[src/design/two_path_grid_max_sum_top_macros.svh]
// ----------------------------------------------------------------------------
// two path grid max sum assertion macros
// shared concurrent assertion forms, clocked on clock and disabled in reset
// ----------------------------------------------------------------------------
`ifndef TWO_PATH_GRID_MAX_SUM_TOP_MACROS_SVH
`define TWO_PATH_GRID_MAX_SUM_TOP_MACROS_SVH

// consequent must hold in the same cycle as the antecedent
`define TPGM_ASSERT_NOW(label, ante, cons, msg) \
   label: assert property (@(posedge clock) disable iff (reset) (ante) |-> (cons)) \
      else $error(msg);

// consequent must hold in the cycle after the antecedent
`define TPGM_ASSERT_NEXT(label, ante, cons, msg) \
   label: assert property (@(posedge clock) disable iff (reset) (ante) |=> (cons)) \
      else $error(msg);

`endif

[src/design/tpgm_pkg.sv]
// ----------------------------------------------------------------------------
// tpgm_pkg
// widths, constants and shared types of the two path grid max sum block
// ----------------------------------------------------------------------------
package tpgm_pkg;

   localparam int COORD_W = 5;
   localparam int SIDE_W  = 5;
   localparam int VALUE_W = 16;
   localparam int TOTAL_W = 22;
   localparam int CELL_W  = VALUE_W + 1;

   localparam logic [SIDE_W-1:0]  SIDE_RESET = 5'd16;
   localparam logic [TOTAL_W-1:0] TOTAL_MAX  = 22'h3FFFFF;

   // per-cycle control from the walk sequencer to the cell accumulator,
   // aligned with the read data it refers to
   typedef struct packed {
      logic take_t1;    // grid data is the first path's cell
      logic take_t2;    // grid data is the second path's cell
      logic shared;     // both paths sit on the same cell
      logic take_p;     // dp data is a predecessor
      logic first_p;    // first predecessor of the cell
      logic p_valid;    // predecessor lies inside the previous layer
      logic commit;     // write the cell result now
      logic last_cell;  // cell is the bottom-right corner
   } step_ctl_type;

endpackage

[src/design/tpgm_walk.sv]
// ----------------------------------------------------------------------------
// tpgm_walk
// anti-diagonal walk over row pairs, one dp entry after another
// ----------------------------------------------------------------------------
`include "two_path_grid_max_sum_top_macros.svh"

module tpgm_walk import tpgm_pkg::*; #(
   parameter int MAX_SIDE = 16
) (
   input  logic                                 clock,
   input  logic                                 reset,
   input  logic                                 start,
   input  logic [$clog2(MAX_SIDE + 1)-1:0]      side,
   output logic [2*$clog2(MAX_SIDE)-1:0]        grid_rd_addr,
   output logic [2*$clog2(MAX_SIDE):0]          dp_rd_addr,
   output logic [2*$clog2(MAX_SIDE):0]          dp_wr_addr,
   output step_ctl_type                         ctl,
   output logic                                 busy
);

   localparam int RW = $clog2(MAX_SIDE);
   localparam int IW = $clog2(MAX_SIDE + 1);
   localparam int KW = $clog2(2 * MAX_SIDE + 1);

   // phases of one entry; reads issued in the first four
   localparam logic [2:0] PH_GRID_A = 3'd0;
   localparam logic [2:0] PH_GRID_B = 3'd1;
   localparam logic [2:0] PH_PRED_C = 3'd2;
   localparam logic [2:0] PH_PRED_D = 3'd3;
   localparam logic [2:0] PH_WAIT   = 3'd4;
   localparam logic [2:0] PH_LAST   = 3'd5;

   logic               busy_ff;
   logic [2:0]         ph_ff;
   logic [IW-1:0]      n_ff;
   logic [KW-1:0]      k_ff;
   logic [KW-1:0]      kmax_ff;
   logic [IW-1:0]      lo_ff;
   logic [IW-1:0]      hi_ff;
   logic [IW-1:0]      plo_ff;
   logic [IW-1:0]      phi_ff;
   logic [IW-1:0]      i1_ff;
   logic [IW-1:0]      i2_ff;
   step_ctl_type       ctl_ff;
   step_ctl_type       ctl_in;

   logic [KW-1:0]      k_next;
   logic [IW-1:0]      nlo;
   logic [IW-1:0]      nhi;
   logic [IW-1:0]      pa;
   logic [IW-1:0]      pb;
   logic               pred_ok;
   logic [IW-1:0]      gi;
   logic [KW-1:0]      gj;

   // first row of diagonal k
   function automatic logic [IW-1:0] lo_of(input logic [KW-1:0] k, input logic [IW-1:0] n);
      logic [KW-1:0] kn;
      kn = KW'(n);
      if (k > kn) begin
         return IW'(k - kn);
      end
      return IW'(1);
   endfunction

   // last row of diagonal k
   function automatic logic [IW-1:0] hi_of(input logic [KW-1:0] k, input logic [IW-1:0] n);
      logic [KW-1:0] km;
      km = k - KW'(1);
      if (km < KW'(n)) begin
         return IW'(km);
      end
      return n;
   endfunction

   assign k_next = k_ff + KW'(1);
   assign nlo    = lo_of(k_next, n_ff);
   assign nhi    = hi_of(k_next, n_ff);

   // predecessor pair read in this phase
   always_comb begin
      case (ph_ff)
         PH_GRID_A: begin
            pa = i1_ff - IW'(1);
            pb = i2_ff - IW'(1);
         end
         PH_GRID_B: begin
            pa = i1_ff - IW'(1);
            pb = i2_ff;
         end
         PH_PRED_C: begin
            pa = i1_ff;
            pb = i2_ff - IW'(1);
         end
         default: begin
            pa = i1_ff;
            pb = i2_ff;
         end
      endcase
   end

   assign pred_ok = (pa >= plo_ff) && (pa <= phi_ff) && (pb >= plo_ff) && (pb <= phi_ff);

   assign gi = (ph_ff == PH_GRID_A) ? i1_ff : i2_ff;
   assign gj = k_ff - KW'(gi);

   assign grid_rd_addr = {RW'(gi - IW'(1)), RW'(gj - KW'(1))};
   assign dp_rd_addr   = {~k_ff[0], RW'(pa - IW'(1)), RW'(pb - IW'(1))};
   assign dp_wr_addr   = {k_ff[0], RW'(i1_ff - IW'(1)), RW'(i2_ff - IW'(1))};

   always_comb begin
      ctl_in = '0;
      if (busy_ff) begin
         ctl_in.shared  = (i1_ff == i2_ff);
         ctl_in.p_valid = pred_ok;
         case (ph_ff)
            PH_GRID_A: begin
               ctl_in.take_t1 = 1'b1;
               ctl_in.take_p  = 1'b1;
               ctl_in.first_p = 1'b1;
            end
            PH_GRID_B: begin
               ctl_in.take_t2 = 1'b1;
               ctl_in.take_p  = 1'b1;
            end
            PH_PRED_C, PH_PRED_D: begin
               ctl_in.take_p = 1'b1;
            end
            PH_WAIT: begin
               ctl_in.commit    = 1'b1;
               ctl_in.last_cell = (k_ff == kmax_ff);
            end
            default: begin
               ctl_in.take_p = 1'b0;
            end
         endcase
      end
   end

   always_ff @(posedge clock) begin
      if (reset) begin
         busy_ff <= 1'b0;
         ph_ff   <= PH_GRID_A;
         ctl_ff  <= '0;
      end else begin
         ctl_ff <= ctl_in;
         if (start) begin
            busy_ff <= 1'b1;
            ph_ff   <= PH_GRID_A;
            n_ff    <= side;
            k_ff    <= KW'(2);
            kmax_ff <= KW'(side) << 1;
            lo_ff   <= lo_of(KW'(2), side);
            hi_ff   <= hi_of(KW'(2), side);
            plo_ff  <= lo_of(KW'(1), side);
            phi_ff  <= hi_of(KW'(1), side);
            i1_ff   <= lo_of(KW'(2), side);
            i2_ff   <= lo_of(KW'(2), side);
         end else if (busy_ff) begin
            if (ph_ff == PH_LAST) begin
               ph_ff <= PH_GRID_A;
               if (i2_ff != hi_ff) begin
                  i2_ff <= i2_ff + IW'(1);
               end else if (i1_ff != hi_ff) begin
                  i1_ff <= i1_ff + IW'(1);
                  i2_ff <= lo_ff;
               end else if (k_ff == kmax_ff) begin
                  busy_ff <= 1'b0;
               end else begin
                  k_ff   <= k_next;
                  plo_ff <= lo_ff;
                  phi_ff <= hi_ff;
                  lo_ff  <= nlo;
                  hi_ff  <= nhi;
                  i1_ff  <= nlo;
                  i2_ff  <= nlo;
               end
            end else begin
               ph_ff <= ph_ff + 3'd1;
            end
         end
      end
   end

   assign ctl  = ctl_ff;
   assign busy = busy_ff;

   `TPGM_ASSERT_NOW(a_walk_rows_in_diag, busy_ff,
      (i1_ff >= lo_ff) && (i1_ff <= hi_ff) && (i2_ff >= lo_ff) && (i2_ff <= hi_ff),
      "walk row pair left the current diagonal")
   `TPGM_ASSERT_NOW(a_walk_commit_phase, ctl_ff.commit, busy_ff && (ph_ff == PH_LAST),
      "entry committed outside its final phase")
   `TPGM_ASSERT_NEXT(a_walk_start_first_diag, start,
      busy_ff && (k_ff == KW'(2)) && (ph_ff == PH_GRID_A),
      "walk did not begin on the first diagonal")

endmodule

[config.mk]
export PLATFORM = sky130hd
export DESIGN_NAME = tpgm_walk
export DESIGN_NICKNAME = d
export VERILOG_FILES = /design/src/design/tpgm_pkg.sv /design/src/design/tpgm_walk.sv
export VERILOG_INCLUDE_DIRS = /design/src /design/src/design
export SDC_FILE = /design/constraint.sdc
export NUM_CORES = 1
export LEC_CHECK = 0
export ABC_AREA = 1
export BUFFER_PORTS_ARGS = -buffer_cell sky130_fd_sc_hd__buf_2
export CORE_MARGIN = 2
export CORE_UTILIZATION = 55
export DETAILED_ROUTE_END_ITERATION = 10
export GPL_ROUTABILITY_DRIVEN = 1
export PLACE_DENSITY = 0.79
export SLEW_MARGIN = 20
export SYNTH_ARGS = -nofsm -noshare
export SYNTH_HDL_FRONTEND = slang
export SYNTH_SLANG_ARGS = --single-unit
[constraint.sdc]
create_clock -name clock -period 7.9 [get_ports clock]
set_input_delay 1.185 -clock clock [delete_from_list [all_inputs] [get_ports clock]]
set_output_delay 1.185 -clock clock [all_outputs]
set_load 0.02 [all_outputs]
# After elaboration in Yosys (flattened, before gate mapping)
# Index checks and enable logic that the tools add are counted.
dict set report word_totals {
  ff_bits 52
  in_bits 8
  output_inout_bits 35
}
dict set report classes {
  n_addsub 15
  order_cmp 10
  eq_ne 14
  n_mux 79
  bitwise_logic 4
  reduce_logical 16
}
# operator n
set ops {}
lappend ops {{5-bit two-way mux} 48}
lappend ops {{6-bit two-way mux} 5}
lappend ops {{1-bit two-way mux} 23}
lappend ops {{4-bit by 1-bit subtractor with 4-bit output (second input constant)} 4}
lappend ops {{5-bit by 1-bit adder with 5-bit output (second input constant)} 2}
lappend ops {{5-bit greater-or-equal comparator} 2}
lappend ops {{5-bit less-or-equal comparator} 2}
lappend ops {{1-bit by 5-bit < comparator with 1-bit output (first input constant)} 2}
lappend ops {{5-bit inequality test} 2}
lappend ops {{5-bit by 1-bit subtractor with 5-bit output (second input constant)} 2}
lappend ops {{2-bit OR reduction} 4}
lappend ops {{6-bit by 1-bit adder with 6-bit output (second input constant)} 1}
lappend ops {{3-bit by 2-bit == test with 1-bit output (second input constant)} 2}
lappend ops {{3-bit == test (second input constant)} 2}
lappend ops {{6-bit == test} 1}
lappend ops {{6-bit by 5-bit greater-than comparator with 1-bit output} 1}
lappend ops {{6-bit by 5-bit < comparator with 1-bit output} 1}
lappend ops {{2-bit inequality test (second input constant)} 3}
lappend ops {{6-bit AND reduction} 1}
lappend ops {{6-bit by 1-bit subtractor with 6-bit output (second input constant)} 1}
lappend ops {{5-bit == test} 1}
lappend ops {{1-bit by 5-bit greater-than comparator with 1-bit output (first input constant)} 1}
lappend ops {{2-bit by 5-bit greater-than comparator with 1-bit output (first input constant)} 1}
lappend ops {{5-bit AND reduction} 1}
lappend ops {{other kinds (19)} 25}

# Logic depth before layout (Yosys ltp)
dict set report depth {
  ltp_word 11
  mapped_depth 18
}

# Worst setup path after synthesis
# OpenSTA, ideal clock, no wires.
dict set report synth_path {
  kind {input to register}
  start {in start}
  end {reg hi_ff[0] (enable)}
  setup_ps 442
  arrival_ps 3515
  required_time_ps 7458
  slack_ps 3943
  cell_stages 4
  path_buffers 0
  path_cell_list {inv_1 > nor2_1 > a21oi_1 > nor3_1}
}
dict set report synth_between {
  elab_chain_cells 2
}
# item line_no
set synth_rtl {}
lappend synth_rtl {{start: declaration} tpgm_walk.sv:12} ;# input logic start,
lappend synth_rtl {{2-bit inequality test (no line) or 2-bit nonzero test (tied branches)} --}
lappend synth_rtl {{6-bit AND reduction (no line) (*)} --}
lappend synth_rtl {{end signal: assignment} tpgm_walk.sv:154} ;# hi_ff <= hi_of(KW'(2), side);
lappend synth_rtl {{end signal: assignment} tpgm_walk.sv:174} ;# hi_ff <= nhi;
lappend synth_rtl {{end: declaration} tpgm_walk.sv:39} ;# logic [IW-1:0] hi_ff;
# Every way passes the cells marked *; elsewhere a longest branch is shown, timed or not.
# A chain may end at the register's enable or synchronous reset.

# Worst setup path in the final report
dict set report layout_path {
  start {reg ph_ff[2]}
  end {out grid_rd_addr[3]}
}
dict set report layout_between {
  elab_chain_cells 4
}
# item line_no
set layout_rtl {}
lappend layout_rtl {{start: declaration} tpgm_walk.sv:34} ;# logic [2:0] ph_ff;
lappend layout_rtl {{start signal: assignment} tpgm_walk.sv:179} ;# ph_ff <= ph_ff + 3'd1;
lappend layout_rtl {{3-bit zero test} tpgm_walk.sv:104} ;# assign gi = (ph_ff == PH_GRID_A) ? i1_ff : i2_ff;
lappend layout_rtl {{4-bit two-way mux} tpgm_walk.sv:104}
lappend layout_rtl {{4-bit subtractor} tpgm_walk.sv:105} ;# assign gj = k_ff - KW'(gi);
lappend layout_rtl {{4-bit by 1-bit subtractor with 4-bit output} tpgm_walk.sv:107} ;# assign grid_rd_addr = {RW'(gi - IW'(1)), RW'(gj - KW'(1))};
lappend layout_rtl {{end: declaration} tpgm_walk.sv:14} ;# output logic [2*$clog2(MAX_SIDE)-1:0] grid_rd_addr,
# Every way passes these cells.

==> results.txt <==
area of the multi-input gates: 2360 sq um
Syn Nets: 586
hpwl dp: 8120 um
wire per inst: 15.1 um
YS warnings: 0
Largest delay share family, worst path: compound AO/OA/AOI/OAI gates
status: finished clean
syn avg cell area: 7.89 sq um
Sequential cell area: 1450 sq um
setup bufs post-CTS: 0
PortBufs: 42
post-cts repair resize count: 0
Worst Setup Start Kind: flop
DR pass1 iterations: 5
Die Width: 91.3 um
initial antenna violation count: 0
Final TNS setup: 0 ns
CTS tree: built
delay of the slowest critical-path stage: 0.44 ns
final-report hold violation count: 0
num rows: 31
Max H-tree Level: 2
Gate power share: 26.8%
R2R Setup Slk: 4.86 ns
crit path to: grid_rd_addr[3]
Worst Path Max Fanout: 10
Routed Antenna Nets: 0
P_int: 0.462 mW
max_slew headroom: 58.1%
die height: 91.3 um
Remaining DRCs: 0
register share of total power: 46.8%
post-synthesis sequential area ratio: 34.6%
CP startpoint: ph_ff[2]$_SDFFE_PP0P_
largest net degree at the start of global routing: 27
Pwr Density: 149 nW/um^2
I/O pin count: 43
worst reg2reg path depth: 11
Crit path top cell by count: xor2_1
Total GRT Usage: 25.3%
ys async rst share: 0%
mapped cell area: 4190 sq um
clock buffer depth: 2
Max IR drop VDD: 82.9 uV
Tcrit/Tclk final: 46.8%
worst r2r src: k_ff[0]$_SDFFCE_PP0P_
fmax: 0.270 GHz
slowest cell on the critical path: dfxtp_1
fin. max-slew vios: 0
Post-synth top flop: edfxtp_1
Final Skew: 0.00854 ns
#FFs+latches synth: 52
WP buf/inv: 2
Net Sw Power: 0.222 mW
Netlist cell types: 41
Leakage: 2.23 nW
Worst-Skew Late Latency: 0.32 ns
Via density: 5.58
Initial DRC Count: 334
clock root buffer: clkbuf_8
arrival time worst endpoint: 2.51 ns
number of max-cap violations: 0
Layout Utilization: 62.5%
grt ovf: 0
CTS sink cnt: 52
die area: 8330 sq um
unrepaired setup endpoints after global routing: no
Initial Utilization: 57.2%
Critical Path Stages: 10
routed wire length: 10100 um
min-delay worst type: reg2reg
CTS buffer count: 5
total number of vias: 3724
Critical Path End Type: output port
final setup violation count: 0
Reg-to-Reg End: hi_ff[4]$_DFFE_PP_
worst slew pin tran: 0.628 ns
vias in the first global route: 3448
Clk network pwr share: 26.4%
fin nets: 622
gp weighted congestion: 0.957
core area: 7330 sq um
first-pass GRT wire length: 16600 um
ant diodes: 0
Cell Chain, Critical Path: nor2_8 > nand2_4 > o21ai_1 > inv_2 > ha_1 > a21oi_1 > nand2_1 > xor2_1 > xor2_1 > buf_2
CTS Hold Bufs: 0
layout cells sized above 1: 13.9%
clock transition at the registers of the reported paths: 0.09 ns
FILL cells: 634
P&R area growth vs syn: 9.26%
critical path data required time: 6.71 ns
minimum clock period: 3.70 ns
Setup CP Type: reg2out
EDFF count, synth: 41
Switching Share: 32.4%
synthesized instance count: 531
## tightest hold or removal path, stage by stage (launching register included)
cell     delay, ns
dfxtp_1       0.34
nor2_1        0.11
nor3b_1       0.06
## layer usage
metal	up-vias	GRT usage, %	wire length (um)
li1	1817	-	-
met1	1720	33.5	4250
met2	171	41.9	4810
met3	16	4.07	820
met4	0	9.09	200
met5	-	0	0
## sequential cells by signal, indices dropped and copies added (netlist names)
| register | count |
|---|---|
| busy | 1 |
| ctl | 7 |
| hi_ff | 5 |
| i1_ff | 5 |
| i2_ff | 5 |
| k_ff | 6 |
| kmax_ff | 5 |
| lo_ff | 5 |
| ph_ff | 3 |
| phi_ff | 5 |
| plo_ff | 5 |
## synth_stat cells (3+ instances only)
master / n / area, sq um
o22ai_1: 3 / 18.8
o21ai_1: 10 / 50.1
o21ai_0: 11 / 55.1
nor4_1: 4 / 25.0
inv_2: 13 / 48.8
xnor2_1: 13 / 114
o21bai_1: 3 / 22.5
nand2_1: 122 / 458
nand2_2: 4 / 25.0
a21oi_1: 29 / 145
nor3_1: 3 / 15.0
xor2_1: 28 / 245
edfxtp_1: 41 / 1230
clkbuf_1: 4 / 15.0
nand3_1: 38 / 190
inv_1: 67 / 251
nand4_1: 9 / 56.3
ha_1: 45 / 563
buf_2: 6 / 30.0
nor2_1: 39 / 146
dfxtp_1: 11 / 220
buf_4: 4 / 30.0
## cell families after synthesis
family | Yosys count | share of synthesized area [%]
and+or+nand+nor | 231 | 24.6
buffers and inverters | 95 | 9.05
AOI/OAI and AO/OA | 65 | 8.72
DFF | 52 | 34.6
adders and majority gates | 47 | 14.4
xor gates and xnor gates | 41 | 8.57
## power groups by stage
stage | logic [mW] | clock network [mW] | registers [mW]
2_1_floorplan | 0.133 | 0 | 0.323
4_1_cts | 0.183 | 0.181 | 0.319
6_report | 0.183 | 0.180 | 0.320
5_1_grt | 0.205 | 0.191 | 0.321
3_5_place_dp | 0.182 | 0 | 0.326
3_3_place_gp | 0.176 | 0 | 0.325
## layout make-up
class / instances / share of cell area (%)
multi-input combinational: 384 / 51.7
sequential: 52 / 31.7
inverter: 81 / 6.64
timing repair buffer: 43 / 4.76
tap: 99 / 2.71
clock buffer: 7 / 2.35
clock inverter: 1 / 0.191
## worst min path at each step
stage / slack (ns) / start / cells after the start / to
6_report: 0.54 / busy$_SDFF_PP0_ / 2 / ph_ff[0]$_SDFFE_PP0P_
5_1_grt: 0.58 / busy$_SDFF_PP0_ / 2 / ph_ff[0]$_SDFFE_PP0P_
4_1_cts: 0.55 / busy$_SDFF_PP0_ / 2 / ph_ff[0]$_SDFFE_PP0P_
3_5_place_dp: 0.54 / lo_ff[0]$_DFFE_PP_ / 1 / plo_ff[0]$_DFFE_PP_
3_3_place_gp: 0.52 / busy$_SDFF_PP0_ / 2 / ph_ff[0]$_SDFFE_PP0P_
2_1_floorplan: 0.51 / lo_ff[0]$_DFFE_PP_ / 1 / plo_ff[0]$_DFFE_PP_
## cell usage in the layout, fill, tap and decap left out, drive strengths merged
cell type	n
xnor2	13
a211oi	2
and2	1
o21a	1
a32o	1
o211ai	1
nand2	127
or2	1
o22ai	3
a21boi	1
dfxtp	11
o21bai	3
nand3	40
nor4	4
edfxtp	41
buf	43
nor3b	1
nor3	4
inv	80
fa	2
a21oi	29
clkbuf	7
xor2	28
o221ai	1
a22o	1
clkinv	2
o311ai	1
nand4	9
ha	45
o21ai	21
nor2	44
## per-stage QoR
step                      setup WS [ns]  area (sq um)  hold WS (ns)  cells  power, mW
after floorplan                    3.94          4190         0.508    531      0.456
after global placement             4.45          4460         0.520    659      0.501
after detailed placement           4.40          4460         0.537    659      0.508
after CTS                          4.16          4580         0.551    667      0.684
after global routing               3.99          4580         0.583    667      0.717
final                              4.20          4580         0.544    667      0.683
No activity file was read; power rests on OpenSTA's default activity.
