[src/design/two_path_grid_max_sum_top_macros.svh]
// ----------------------------------------------------------------------------
// two path grid max sum assertion macros
// shared concurrent assertion forms, clocked on clock and disabled in reset
// ----------------------------------------------------------------------------
`ifndef TWO_PATH_GRID_MAX_SUM_TOP_MACROS_SVH
`define TWO_PATH_GRID_MAX_SUM_TOP_MACROS_SVH

// consequent must hold in the same cycle as the antecedent
`define TPGM_ASSERT_NOW(label, ante, cons, msg) \
   label: assert property (@(posedge clock) disable iff (reset) (ante) |-> (cons)) \
      else $error(msg);

// consequent must hold in the cycle after the antecedent
`define TPGM_ASSERT_NEXT(label, ante, cons, msg) \
   label: assert property (@(posedge clock) disable iff (reset) (ante) |=> (cons)) \
      else $error(msg);

`endif

[src/design/tpgm_pkg.sv]
// ----------------------------------------------------------------------------
// tpgm_pkg
// widths, constants and shared types of the two path grid max sum block
// ----------------------------------------------------------------------------
package tpgm_pkg;

   localparam int COORD_W = 5;
   localparam int SIDE_W  = 5;
   localparam int VALUE_W = 16;
   localparam int TOTAL_W = 22;
   localparam int CELL_W  = VALUE_W + 1;

   localparam logic [SIDE_W-1:0]  SIDE_RESET = 5'd16;
   localparam logic [TOTAL_W-1:0] TOTAL_MAX  = 22'h3FFFFF;

   // per-cycle control from the walk sequencer to the cell accumulator,
   // aligned with the read data it refers to
   typedef struct packed {
      logic take_t1;    // grid data is the first path's cell
      logic take_t2;    // grid data is the second path's cell
      logic shared;     // both paths sit on the same cell
      logic take_p;     // dp data is a predecessor
      logic first_p;    // first predecessor of the cell
      logic p_valid;    // predecessor lies inside the previous layer
      logic commit;     // write the cell result now
      logic last_cell;  // cell is the bottom-right corner
   } step_ctl_type;

endpackage

[src/design/tpgm_acc.sv]
// ----------------------------------------------------------------------------
// tpgm_acc
// collects cell values and the best predecessor of one dp entry
// ----------------------------------------------------------------------------
module tpgm_acc import tpgm_pkg::*; (
   input  logic               clock,
   input  step_ctl_type       ctl,
   input  logic [VALUE_W-1:0] grid_rd_data,
   input  logic [TOTAL_W-1:0] dp_rd_data,
   output logic [TOTAL_W-1:0] sum
);

   logic [CELL_W-1:0]  t_ff;
   logic [TOTAL_W-1:0] best_ff;
   logic [TOTAL_W-1:0] pred;
   logic [TOTAL_W:0]   sum_wide;

   // out-of-layer predecessors count as zero
   assign pred = ctl.p_valid ? dp_rd_data : '0;

   always_ff @(posedge clock) begin
      if (ctl.take_t1) begin
         t_ff <= CELL_W'(grid_rd_data);
      end else if (ctl.take_t2 && !ctl.shared) begin
         t_ff <= t_ff + CELL_W'(grid_rd_data);
      end
      if (ctl.take_p) begin
         if (ctl.first_p || (pred > best_ff)) begin
            best_ff <= pred;
         end
      end
   end

   // saturating add, overflow shows in the top bit
   assign sum_wide = {1'b0, best_ff} + (TOTAL_W + 1)'(t_ff);
   assign sum      = sum_wide[TOTAL_W] ? TOTAL_MAX : sum_wide[TOTAL_W-1:0];

endmodule

[config.mk]
export PLATFORM = sky130hd
export DESIGN_NAME = tpgm_acc
export DESIGN_NICKNAME = d
export VERILOG_FILES = /design/src/design/two_path_grid_max_sum_top_macros.svh /design/src/design/tpgm_pkg.sv /design/src/design/tpgm_acc.sv
export SDC_FILE = /design/constraint.sdc
export NUM_CORES = 1
export LEC_CHECK = 0
export ABC_CLOCK_PERIOD_IN_PS = 3270
export BUFFER_PORTS_ARGS = -buffer_cell sky130_fd_sc_hd__buf_2
export CAP_MARGIN = 30
export CORE_MARGIN = 2
export CORE_UTILIZATION = 52
export DETAILED_ROUTE_END_ITERATION = 16
export PLACE_DENSITY_LB_ADDON = 0.3
export SETUP_SLACK_MARGIN = 0.05
export SYNTH_ARGS = -nofsm -noshare
export SYNTH_HDL_FRONTEND = slang
export SYNTH_SLANG_ARGS = --single-unit
export TNS_END_PERCENT = 5
[constraint.sdc]
create_clock -name clock -period 3.27 [get_ports clock]
set_input_delay 0.654 -clock clock [delete_from_list [all_inputs] [get_ports clock]]
set_output_delay 0.654 -clock clock [all_outputs]
set_load 0.01 [all_outputs]
* Word level (Yosys, flattened, before mapping) *
Index checks and enable logic that the tools add are counted.

storage, ports and cells
  flip-flop bits (word level) = 39
  input bits = 47
  output and inout port bits = 22
  logic and storage cells = 15

cells by class
  $add $sub $neg = 2
  $lt $le $gt $ge = 1
  muxes and demuxes = 4
  reductions and logical operators = 5

operator list
  cell                 number
  $mux W22             2
  $mux W16             2
  $add A22 B17 Y23     1
  $gt A22 B22 Y1       1
  $add A17 B16 Y17     1
  $reduce_and A2 Y1    1
  $reduce_bool A2 Y1   1
  $logic_and A1 B1 Y1  1
  $logic_not A1 Y1     1
  $logic_or A1 B1 Y1   1

* Logic depth before layout (Yosys ltp) *
Gate-level depths: netlist (run 1).

  depth in word-level cells = 4
  mapped depth = 10
  gate-level depth less buffers = 9

* Worst setup path after synthesis (run 1) *
No wires, ideal clock.

  path type = input port to flip-flop
  start = input port ctl[2] (netlist name)
  end = register best_ff[0] (enable)
  setup time = 0.414 ns
  arrival = 3.109 ns
  data required time = 2.856 ns
  slack = -0.253 ns
  stages on the path = 8
  buffers on the path = 1
  cell sequence = clkbuf_1 and2_1 ha_1 and4_1 nand2_1 nor4_1 o31ai_1 a41oi_1

on the way
  cells in the longest elaborated chain, start to end = 4

ends and longest elaborated chain
  what                                line            source
  start, declared                     tpgm_acc.sv:7   input step_ctl_type ctl,
  $mux W22                            tpgm_acc.sv:19  assign pred = ctl.p_valid ? dp_rd_data : '0;
  via pred[13]                        tpgm_acc.sv:15  logic [TOTAL_W-1:0] pred;
  $gt A22 B22 Y1                      tpgm_acc.sv:28  if (ctl.first_p || (pred > best_ff)) begin
  $logic_or A1 B1 Y1                  tpgm_acc.sv:28
  $reduce_and A2 Y1 (no source line)  -
  end signal, assigned                tpgm_acc.sv:29  best_ff <= pred;
  end, declared                       tpgm_acc.sv:14  logic [TOTAL_W-1:0] best_ff;

The timed path passes the listed nets, and every way through them passes these cells.
A chain may end at the register's enable or synchronous reset.

* Final worst setup path (run 1) *
  start = register t_ff[0]
  end = output port sum[20]

on the way
  cells in the longest elaborated chain, start to end = 2

ends and longest elaborated chain
  what                    line            source
  start, declared         tpgm_acc.sv:13  logic [CELL_W-1:0] t_ff;
  start signal, assigned  tpgm_acc.sv:23  t_ff <= CELL_W'(grid_rd_data);
  start signal, assigned  tpgm_acc.sv:25  t_ff <= t_ff + CELL_W'(grid_rd_data);
  $add A22 B17 Y23        tpgm_acc.sv:35  assign sum_wide = {1'b0, best_ff} + (TOTAL_W + 1)'(t_ff);
  $mux W22                tpgm_acc.sv:36  assign sum = sum_wide[TOTAL_W] ? TOTAL_MAX : sum_wide[TOTAL_W-1:0];
  end, declared           tpgm_acc.sv:10  output logic [TOTAL_W-1:0] sum

No other way between the ends.

==> impl_results.md, run 1 <==
- Final WS setup: 0.04367 ns
- CTS clock-pin slew for the worst setup and hold paths: 0.08 ns
- CTS tree: yes
- Crit Path Class: reg -> out
- Initial antenna violation count: 0
- Worst-Skew Late Latency: 0.29 ns
- Final Setup Violations: 0
- Critical path, cell by cell: ha_2 > inv_2 > fa_2 > nand2b_4 > a21oi_4 > o211ai_1 > nand4_2 > buf_6 > nand4_1 > mux2i_1 > buf_2
- Family with the most delay on the worst path: adder cells
- Final Max Tran Viols: 0
- Via count: roughly 3400
- Layout cells sized above 1: 21.36%
- Die height: between 90 and 100 um
- Met3 Use GR: 3.673%
- Seq cells post-synth: 39
- DR vias/cell: 5.601
- VDD IR max: 0.0002637 V
- Largest net degree at the start of global routing: 34
- Worst Skew: 0.004507 ns
- RSZ-0062 raised after global routing: yes
- Final core utilization: 62.79%
- Buffers & Inverters on Critical Path: 3
- Ports: 69
- Drt total wl: 9.099 mm
- Cell Area, Synth: approximately 0.0039 mm^2
- Share of the synthesized area in the top cell type: 29.30%
- Iteration-0 DRC count of the detailed router: 135
- Maxcap violations: 0
- Hold Crit Class: reg -> reg
- Clock tree root buffer cell: clkbuf_8
- GRT busiest layer: met2
- Worst EP required: 2.62 ns
- Ys Warns: 0
- DR WL/cell: 14.82 um
- Port bufs: 66
- Worst Tran Pin Value: 0.7537 ns
- Placed Area: roughly 0.0043 mm^2
- Worst path arrival time: 2.57 ns
- Area growth syn-to-layout: 16.93%
- Avg Cell Area, Syn: between 8 and 9 um^2
- GRT overflow: 0
- Post-Place Setup Slack: between 0.15 and 0.2 ns
- Final hold slack: around 0.56 ns
- Post-synth top flop: edfxtp_1
- Nets: 618
- CP max stage delay: 0.40 ns
- DRC viols: 0
- Cts bufs inserted: 5
- Antenna Cells: 0
- P_leak: 2.098 nW
- Die area: just over 0.008 mm^2
- Crit end category: primary output
- Routing usage on met1: between 20 and 30%
- Syn Inst Count: 440
- Post-synthesis sequential area ratio: 29.81%
- Post-layout min period: between 3 and 4 ns
- Vias in the first global route: roughly 3300
- GR Util All Layers: 22.09%
- Pwr per Cell Area: 501.5 mW/mm^2
- CTS H-tree lvls: 2
- Synth cell types: 57
- Pwr Total: 0.002284 W
- Ys async rst share: 0%
- GP Congestion: 0.8178
- HPWL Detailed: 7.041 mm
- Synth top area cells: edfxtp_1 29%, ha_1 18%, a21oi_1 5.1%, nand2_1 4.5%, and2_1 3.7%
- Fin area: 0.004554 mm^2
- Crit-path max FO: 6
- Core Box Area: approximately 0.0073 mm^2
- Status: complete, no violations
- Clock Tree Buf Depth: 2
- First-pass GRT wire length: between 10 and 15 mm
- Rel. slew slack: 49.63%
- Post-route antenna net violation count: 0
- Peak Freq: 0.3100 GHz
- Clock sink count: 39
- Num rows: 31
- Met2 Usage GRT: 37.50%
- Area leader, netlist: edfxtp_1
- CTS Hold Bufs: 0
- Initial Utilization: 53.70%
- Slowest cell on crit path: fa_2
- Tcrit/Tclk final: 98.66%
- Post-synth EDFFs: 38
- Final Hold Viols: 0
- First-pass iteration count of the detailed router: 4
- Die X-Extent: between 90 and 100 um
- Startpoint types: flop
- Post-Syn Nets: 544
[synth_stat cells, types with 2 or more instances]
master,count
a21o_1,15
a21oi_1,40
a21oi_2,3
a31o_1,2
a31oi_1,6
and2_1,23
and4_1,4
clkbuf_1,6
edfxtp_1,38
fa_1,2
ha_1,55
inv_1,30
inv_2,3
mux2_2,3
mux2i_1,7
nand2_1,47
nand2b_1,5
nand3_1,9
nand4_1,7
nor2_1,22
nor2b_1,6
nor3_1,7
nor3b_1,5
o211ai_1,6
o21a_1,4
o21ai_0,10
o21ai_1,20
o21bai_1,2
o31ai_1,3
xnor2_1,16
xor2_1,8
[registers in the layout (all words and copies together) (netlist names)]
register	count
best_ff	22
t_ff	17
[layout by cell type (no fill, tap or decap), types with 6 or more instances in the layout]
cell type and instances:
buf_2 66, ha_1 51, nand2_1 47, a21oi_1 39
edfxtp_1 38, inv_1 29, and2_1 23, nor2_1 22
o21ai_1 20, xnor2_1 16, a21o_1 15, o21ai_0 10
nand3_1 8, xor2_1 8, buf_4 8, nand4_1 7
mux2i_1 7, o211ai_1 6, nor2b_1 6, nor3_1 6
[stage by stage]
step                      TNS [ns]  cells
after floorplan                  0    440
after global placement           0    600
after detailed placement         0    600
after CTS                        0    610
after global routing       -0.8549    614
final                            0    614
[where the power goes]
group	total [W]	switching, W	internal (W)
Combinational	0.00128	0.000715	0.000563
Sequential	0.000680	0.0000484	0.000632
Clock	0.000325	0.000175	0.000150
Total	0.00228	0.000939	0.00135
[per-layer routing]
metal	share of wire, %	wire, um
met1	46	4168
met2	48	4381
met3	5.4	491
met4	0.64	58
met5	0	0
[final timing paths]
path | to | from | depth (start not counted) | slack [ns]
setup / recovery | sum[20] | t_ff[0] | 11 | 0.04
hold / removal | t_ff[16] | t_ff[16] | 2 | 0.56
setup reg to reg | t_ff[12] | t_ff[0] | 8 | 0.77
hold reg to reg | t_ff[16] | t_ff[16] | 2 | 0.56
[tightest hold or removal path, stage by stage (launching register included)]
cell     delay (ns)
dfxtp_1        0.38
xnor2_1        0.08
nor2_1         0.07
[final cells by class]
class / instances / area (um^2)
fill: 657 / 2699
inverter: 34 / 127.6
clock inverter: 1 / 5.005
sequential: 39 / 1161
multi-input combinational: 359 / 2659
timing repair buffer: 75 / 401.6
tap: 99 / 123.9
clock buffer: 7 / 76.32
[cell families (layout without fill, tap and decap cells)]
family	after synthesis	after routing	share of synthesized area, %
simple gates	143	143	18.86
compound gates	124	124	20.01
fa+ha+maj	57	57	18.70
buf+inv	42	117	4.176
flops	39	39	29.81
xor+xnor	24	24	5.397
mux	11	11	3.052
[what timing repair did]
action / in CTS / in global routing
resized for setup: 5 / 11
endpoints found under the setup margin: 22 / 22
gates cloned: 0 / 0
pin swaps: 4 / 9
setup buffers: 2 / 4
Note: power is estimated with default switching activity, not from simulation.
==> run 2: changes to the inputs <==
Settings changed: RECOVER_POWER from default to 50.
==> run 2 against run 1 <==
  * Total power decreased by 0.13%
  * Sequential power about the same
  * Worst hold slack is essentially flat
  * Core utilization down 0.086 points
  * First-iteration DRC count increased by 28%
  * Routed wire length grew 0.15%
  * Die area unchanged
  * Critical endpoint unchanged
  * Register-to-register slack is essentially flat
  * Non-clock buffer count unchanged
  * Maximum frequency fell by 0.29%
  * Worst setup slack got worse by 0.0095 ns
  * Cell count stayed put
==> impl_results.md, run 2 (synthesis gave the netlist of run 1 again) <==
- Status: complete, no violations (unchanged)
- Rel. slew slack: 11.05% (was 49.63%)
- Final Hold Viols: 0 (unchanged)
- Min-delay src: t_ff[16] (unchanged)
- Largest register FFs: 22 (unchanged)
- Final WS setup: 0.03413 ns (was 0.04367 ns)
- Post-route antenna net violation count: 0 (unchanged)
- Share of power burned in registers: 29.9% (was 29.8%)
- Clock Tree Buf Depth: 2 (unchanged)
- First-pass GRT wire length: 14.94 mm (unchanged)
- Num rows: 31 (unchanged)
- Worst Skew: 0.003237 ns (was 0.004507 ns)
- Final cell count without fillers: 614 (unchanged)
- First-pass iteration count of the detailed router: 6 (was 4)
- Hold Crit Class: reg -> reg (unchanged)
- Die area: 0.008198 mm^2 (unchanged)
- Cts bufs inserted: 5 (unchanged)
- Peak Freq: 0.3090 GHz (was 0.3100 GHz)
- Clock tree root buffer cell: clkbuf_8 (unchanged)
- FF-to-FF setup slack: 0.76 ns (was 0.77 ns)
- CTS Hold Bufs: 0 (unchanged)
- Worst EP required: 2.62 ns (about the same)
- Slowest cell on crit path: fa_2 (unchanged)
- GR Util All Layers: 22.09% (unchanged)
- Drt total wl: 9.113 mm (was 9.099 mm)
- CTS clock-pin slew for the worst setup and hold paths: 0.08 ns (about the same)
- Area growth syn-to-layout: 16.77% (was 16.93%)
- Critical path origin: t_ff[0] (unchanged)
- RSZ-0062 raised after global routing: yes (unchanged)
- Worst-Skew Late Latency: 0.29 ns (about the same)
- Post-layout min period: 3.236 ns (was 3.226 ns)
- DR WL/cell: 14.84 um (was 14.82 um)
- Pwr per Cell Area: 501.6 mW/mm^2 (was 501.5 mW/mm^2)
- DR vias/cell: 5.603 (was 5.601)
- CTS tree: yes (unchanged)
- VDD IR max: 0.0002647 V (was 0.0002637 V)
- Clock sink count: 39 (unchanged)
- Post-Place Setup Slack: 0.1973 ns (unchanged)
- Die X-Extent: 90.55 um (unchanged)
- Crit Path Class: reg -> out (unchanged)
- Worst r2r src: t_ff[0] (unchanged)
- DRC viols: 0 (unchanged)
- Fillers: 661 (was 657)
- Via count: 3440 (was 3439)
- GP Congestion: 0.8178 (unchanged)
- Largest net degree at the start of global routing: 34 (unchanged)
- Initial antenna violation count: 0 (unchanged)
- Clock group share of total power: 14.3% (was 14.2%)
- Crit-path max FO: 6 (unchanged)
- Family with the most delay on the worst path: adder cells (unchanged)
- Placed insts: 600 (unchanged)
- Biggest regs: best_ff: 22 flops, t_ff: 17 flops (unchanged)
- CTS H-tree lvls: 2 (unchanged)
- GRT overflow: 0 (unchanged)
- Vias in the first global route: 3299 (unchanged)
- Layout cells sized above 1: 20.78% (was 21.36%)
- Tcrit/Tclk final: 98.96% (was 98.66%)
- Top reg by flops: best_ff (unchanged)
- Register area: 0.001161 mm^2 (unchanged)
- P_leak: 2.077 nW (was 2.098 nW)
- Most frequent cells in the layout: 64 x buf_2, 51 x ha_1, 47 x nand2_1 (was 66 x buf_2, 51 x ha_1, 47 x nand2_1)
- Fin area: 0.004548 mm^2 (was 0.004554 mm^2)
- Final Setup Violations: 0 (unchanged)
- P_sw: 0.0009383 W (was 0.0009387 W)
- Final hold slack: 0.5610 ns (was 0.5615 ns)
- Placed Area: 0.004344 mm^2 (unchanged)
- Buffers & Inverters on Critical Path: 3 (unchanged)
- Startpoint types: flop (unchanged)
- HPWL Detailed: 7.041 mm (unchanged)
- Power share of the combinational group: 55.9% (was 56.0%)
- Initial Utilization: 53.70% (unchanged)
- Crit end category: primary output (unchanged)
- Power Internal: 0.001343 W (was 0.001345 W)
- Ports: 69 (unchanged)
- Critical path, cell by cell: ha_2 > inv_2 > fa_2 > nand2b_4 > a21oi_4 > o211ai_1 > nand4_2 > buf_6 > nand4_1 > mux2i_1 > buf_2 (unchanged)
- Antenna Cells: 0 (unchanged)
- Die height: 90.55 um (unchanged)
- Worst Tran Pin Value: 1.334 ns (was 0.7537 ns)
- CP max stage delay: 0.40 ns (about the same)
- Switching Share: 41.13% (was 41.10%)
- Multi-input gate area: 0.002655 mm^2 (was 0.002659 mm^2)
- Iteration-0 DRC count of the detailed router: 173 (was 135)
- Commonest non-fill, non-tap cell in the layout: buf_2 (unchanged)
- Maxcap violations: 0 (unchanged)
- Final Max Tran Viols: 0 (unchanged)
- Worst path arrival time: 2.58 ns (was 2.57 ns)
- Nets: 618 (unchanged)
- Port bufs: 66 (unchanged)
- Core Box Area: 0.007253 mm^2 (unchanged)
-- run 2: changes by cell type in the layout (fill, tap and decap cells not counted), sizes merged --
| cell | before | now |
|---|---|---|
| buf | 75 | 73 |
| clkbuf | 7 | 9 |
-- run 2: through the flow --
stage                     setup TNS [ns]  utilization, %  power (W)
after floorplan                        0               -   0.001565
after global placement                 0           59.89   0.001860
after detailed placement               0           59.89   0.001890
after CTS                              0           61.55   0.002247
after global routing             -0.8549           62.70   0.002457
final                                  0           62.70   0.002281
-- run 2: area by class of cell --
class                      instances  area share, %
clock buffer                       7          1.678
clock inverter                     1         0.1100
inverter                          34          2.806
multi-input combinational        359          58.38
sequential                        39          25.53
tap                               99          2.724
timing repair buffer              75          8.776
-- run 2: timing repair --
action | in CTS | in global routing
endpoints found under the setup margin | 22 | 22
pin swaps | 4 | 9
resized for setup | 5 | 11
buffers inserted | 2 | 4
-- run 2: path summary, 6_finish.rpt --
kind	to	cells after the start
setup reg to reg	t_ff[12]	8
hold reg to reg	t_ff[16]	2
setup / recovery	sum[20]	11
hold / removal	t_ff[16]	2
-- run 2: worst min-delay path, stage by stage, from the launching register on --
cell and delay [ns]:
dfxtp_1 0.34, xnor2_1 0.15, nor2_1 0.03
-- run 2: routing by layer --
metal,GRT usage (%),vias to the layer above,routed length (um)
met2,37.50,96,4382
met3,3.673,7,447
met4,5.256,0,59
met5,0,-,0
li1,-,1765,-
met1,29.43,1572,4224
-- run 2: power by group through the flow --
| stage | clock network, W | registers (W) | logic (W) |
|---|---|---|---|
| detailed placement | 0 | 0.000689 | 0.00120 |
| finish | 0.000325 | 0.000681 | 0.00127 |
| global placement | 0 | 0.000687 | 0.00117 |
| CTS | 0.000337 | 0.000678 | 0.00123 |
| floorplan | 0 | 0.000669 | 0.000895 |
| global route | 0.000356 | 0.000688 | 0.00141 |
==> run 3: changes to the inputs <==
Settings changed: ABC_AREA from default to 1, ABC_CLOCK_PERIOD_IN_PS 3270 to 2650, CORE_UTILIZATION 52 to 53, PLACE_DENSITY from default to 0.77, PLACE_DENSITY_LB_ADDON 0.3 to default.
Clock period 3.27 ns to 2.65 ns, I/O delays scaled along.
==> run 3 against run 2 <==
  * The run now ends with negative setup slack left
  * Count of clock-buffer cells in the layout fell by 2
  * Sequential cell count unchanged
  * Worst setup slack got worse by 0.22 ns
  * Via count increased by 34%
  * Worst hold slack lost 0.059 ns
  * Critical path depth unchanged
  * Final area up 23%
  * Area after synthesis up 15%
  * Core utilization is 5.5 points higher
  * Clock skew rose by 0.0020 ns
==> impl_results.md, run 3 <==
- Worst r2r path cells: 12 (was 8)
- DRC viols: 0 (unchanged)
- Layout cells sized above 1: 20.88% (was 20.78%)
- WHS Path Cells: 3 (was 2)
- Area growth syn-to-layout: 24.74% (was 16.77%)
- Commonest cells post-synth: 262 x nand2_1, 134 x inv_1, 55 x ha_1 (was 55 x ha_1, 47 x nand2_1, 40 x a21oi_1)
- Crit Path Class: reg -> out (unchanged)
- Startpoint types: flop (unchanged)
- Fillers: 704 (was 661)
- Ys async rst share: 0% (unchanged)
- GP Congestion: 0.9669 (was 0.8178)
- Avg Cell Area, Syn: 6.472 um^2 (was 8.852 um^2)
- Post-layout min period: 2.835 ns
- Worst reg2reg path endpoint: best_ff[9] (was t_ff[12])
- Largest register FFs: 22 (unchanged)
- Peak Freq: around 0.35 GHz
- Most common cell in the netlist: nand2_1 (was ha_1)
- DR vias/cell: 5.217 (was 5.603)
- Tcrit/Tclk final: 107.0%
- Port bufs: 66 (unchanged)
- Post-Syn Nets: 798 (was 544)
- Die area: 0.009228 mm^2 (was 0.008198 mm^2)
- Cts bufs inserted: 5 (unchanged)
- Cell Area, Synth: 0.004492 mm^2 (was 0.003895 mm^2)
- Final core utilization: 68.19% (was 62.70%)
- HPWL Detailed: 9.390 mm (was 7.041 mm)
- Share of the synthesized area in the top cell type: 25.40% (was 29.30%)
- Post-synth top flop: edfxtp_1 (unchanged)
- Antenna Cells: 0 (unchanged)
- Failing checks: negative setup slack
- VDD IR max: 0.0002786 V (was 0.0002647 V)
- CTS Hold Bufs: 0 (unchanged)
- RSZ-0062 raised after global routing: yes (unchanged)
- Initial antenna violation count: 0 (unchanged)
- Min-delay src: dp_rd_data[2] (was t_ff[16])
- Nets: 879 (was 618)
- Worst-Skew Late Latency: 0.31 ns (was 0.29 ns)
- Via count: 4596 (was 3440)
- First-pass GRT wire length: 19.44 mm (was 14.94 mm)
- Post-route antenna net violation count: 0 (unchanged)
- Ports: 69 (unchanged)
- Worst r2r src: best_ff[13] (was t_ff[0])
- Clock Tree Buf Depth: 2 (unchanged)
- Final Hold Viols: 0 (unchanged)
- Hold Crit Class: in -> reg (was reg -> reg)
- Rel. slew slack: 36.55% (was 11.05%)
- Crit end category: primary output (unchanged)
- Num rows: 33 (was 31)
- Die height: 96.06 um (was 90.55 um)
- P_leak: 3.158 nW (was 2.077 nW)
- Post-synth EDFFs: 38 (unchanged)
- DR WL/cell: 13.95 um (was 14.84 um)
- Initial Utilization: 54.67% (was 53.70%)
- Drt total wl: 12.29 mm (was 9.113 mm)
- Synth cell types: 33 (was 57)
- FF-to-FF setup slack: 0.40 ns (was 0.76 ns)
- Crit-path max FO: 8 (was 6)
- Worst EP required: 2.12 ns (was 2.62 ns)
- Seq cells post-synth: 39 (unchanged)
- Pwr per Cell Area: 543.1 mW/mm^2 (was 501.6 mW/mm^2)
- Iteration-0 DRC count of the detailed router: 345 (was 173)
- Worst Skew: 0.005231 ns (was 0.003237 ns)
- Area leader, netlist: edfxtp_1 (unchanged)
- CTS tree: yes (unchanged)
- Biggest regs: best_ff: 22 flops, t_ff: 17 flops (unchanged)
- First-pass iteration count of the detailed router: 5 (was 6)
- Most frequent cells in the layout: 245 x nand2_1, 131 x inv_1, 52 x buf_2 (was 64 x buf_2, 51 x ha_1, 47 x nand2_1)
- Top reg by flops: best_ff (unchanged)
- Clock tree root buffer cell: clkbuf_8 (unchanged)
- Final WS setup: -0.1853 ns (was 0.03413 ns)
- Status: finished with violations (was complete, no violations)
- GRT overflow: 0 (unchanged)
- Vias in the first global route: 4280 (was 3299)
- Ys Warns: 0 (unchanged)
- Worst Tran Pin Value: 0.9518 ns (was 1.334 ns)
- Post-Place Setup Slack: 0.06160 ns (was 0.1973 ns)
- Final Setup Violations: 22 (was 0)
- Final Max Tran Viols: 0 (unchanged)
- Core Box Area: 0.008217 mm^2 (was 0.007253 mm^2)
- CTS clock-pin slew for the worst setup and hold paths: 0.09 ns (was 0.08 ns)
- Syn Inst Count: 694 (was 440)
- Maxcap violations: 0 (unchanged)
- Worst path arrival time: 2.31 ns (was 2.58 ns)
- Post-synthesis sequential area ratio: 25.85% (was 29.81%)
- Clock sink count: 39 (unchanged)
- Die X-Extent: 96.06 um (was 90.55 um)
- Synth top area cells: edfxtp_1 25%, nand2_1 22%, ha_1 15%, inv_1 11%, nand3_1 5.2% (was edfxtp_1 29%, ha_1 18%, a21oi_1 5.1%, nand2_1 4.5%, and2_1 3.7%)
- Hold endpoint: best_ff[2] (was t_ff[16])
- GR Util All Layers: 27.17% (was 22.09%)
- Largest net degree at the start of global routing: 23 (was 34)
- CTS H-tree lvls: 2 (unchanged)
- Commonest non-fill, non-tap cell in the layout: nand2_1 (was buf_2)
## run 3: repair_timing
action                     CTS  global route
cloned                       0             1
resized for setup           26            56
setup endpoints to repair   22            22
buffers inserted             2             4
pin swaps                    3            11
## run 3: worst max path at each step
stage | startpoint | endpoint | slack, ns | cells after the start
floorplan | ctl[2] | best_ff[0] | 0.18 | 12
global placement | t_ff[0] | sum[2] | 0.08 | 12
detailed placement | t_ff[0] | sum[2] | 0.06 | 12
CTS | t_ff[13] | sum[12] | -0.08 | 10
global route | t_ff[0] | sum[14] | -0.26 | 12
finish | best_ff[14] | sum[14] | -0.19 | 11
## run 3: cell families (layout without fill, tap and decap cells)
| kind of cell | after synthesis | after routing | synth area share (%) |
|---|---|---|---|
| AND/OR/NAND/NOR | 395 | 395 | 37.47 |
| buffers and inverters | 142 | 224 | 12.20 |
| adder cells (fa/ha/maj) | 57 | 57 | 16.21 |
| AO/OA/AOI/OAI | 51 | 51 | 6.323 |
| flip-flops | 39 | 39 | 25.85 |
| XOR/XNOR | 10 | 10 | 1.950 |
## run 3: through the flow
stage	TNS (ns)	cells	hold WS, ns	total power (W)	area [um^2]
after CTS	-1.287	876	0.4952	0.002825	5285
after global routing	-4.860	881	0.5119	0.003262	5603
after global placement	0	866	0.5482	0.002093	4996
after detailed placement	0	866	0.5561	0.002128	4996
after floorplan	0	694	0.4964	0.001740	4503
final	-3.186	881	0.5021	0.003043	5603
## run 3: metal layers
metal  wire length (um)  GRT usage, %
met1               5547         36.88
met2               5659         45.20
met3                773         3.602
met4                306         7.738
met5                  0             0
## run 3: cell type report
| class | instances | area [um^2] | area share [%] |
|---|---|---|---|
| multi-input combinational | 513 | 3119 | 55.67 |
| clock buffer | 5 | 68.82 | 1.228 |
| tap | 105 | 131.4 | 2.345 |
| clock inverter | 3 | 67.56 | 1.206 |
| timing repair buffer | 81 | 548.0 | 9.781 |
| sequential | 39 | 1161 | 20.72 |
| inverter | 135 | 506.7 | 9.044 |
## run 3: critical path, stage by stage (launching register included)
cell and delay (ns):
edfxtp_1 0.51, ha_4 0.35, nand2_1 0.07, inv_1 0.08, nand2_1 0.10, nor2_2 0.20, nand2_2 0.09, a21oi_4 0.16
nor2_4 0.08, buf_6 0.15, o21ai_2 0.06, buf_2 0.14
## run 3: power by group
part           total (W)  leakage, nW  switching, W  internal, W
registers       0.000835        0.385     0.0000758     0.000759
logic            0.00158         2.71      0.000901     0.000681
clock network   0.000626       0.0644      0.000250     0.000376
total            0.00304         3.16       0.00123      0.00182
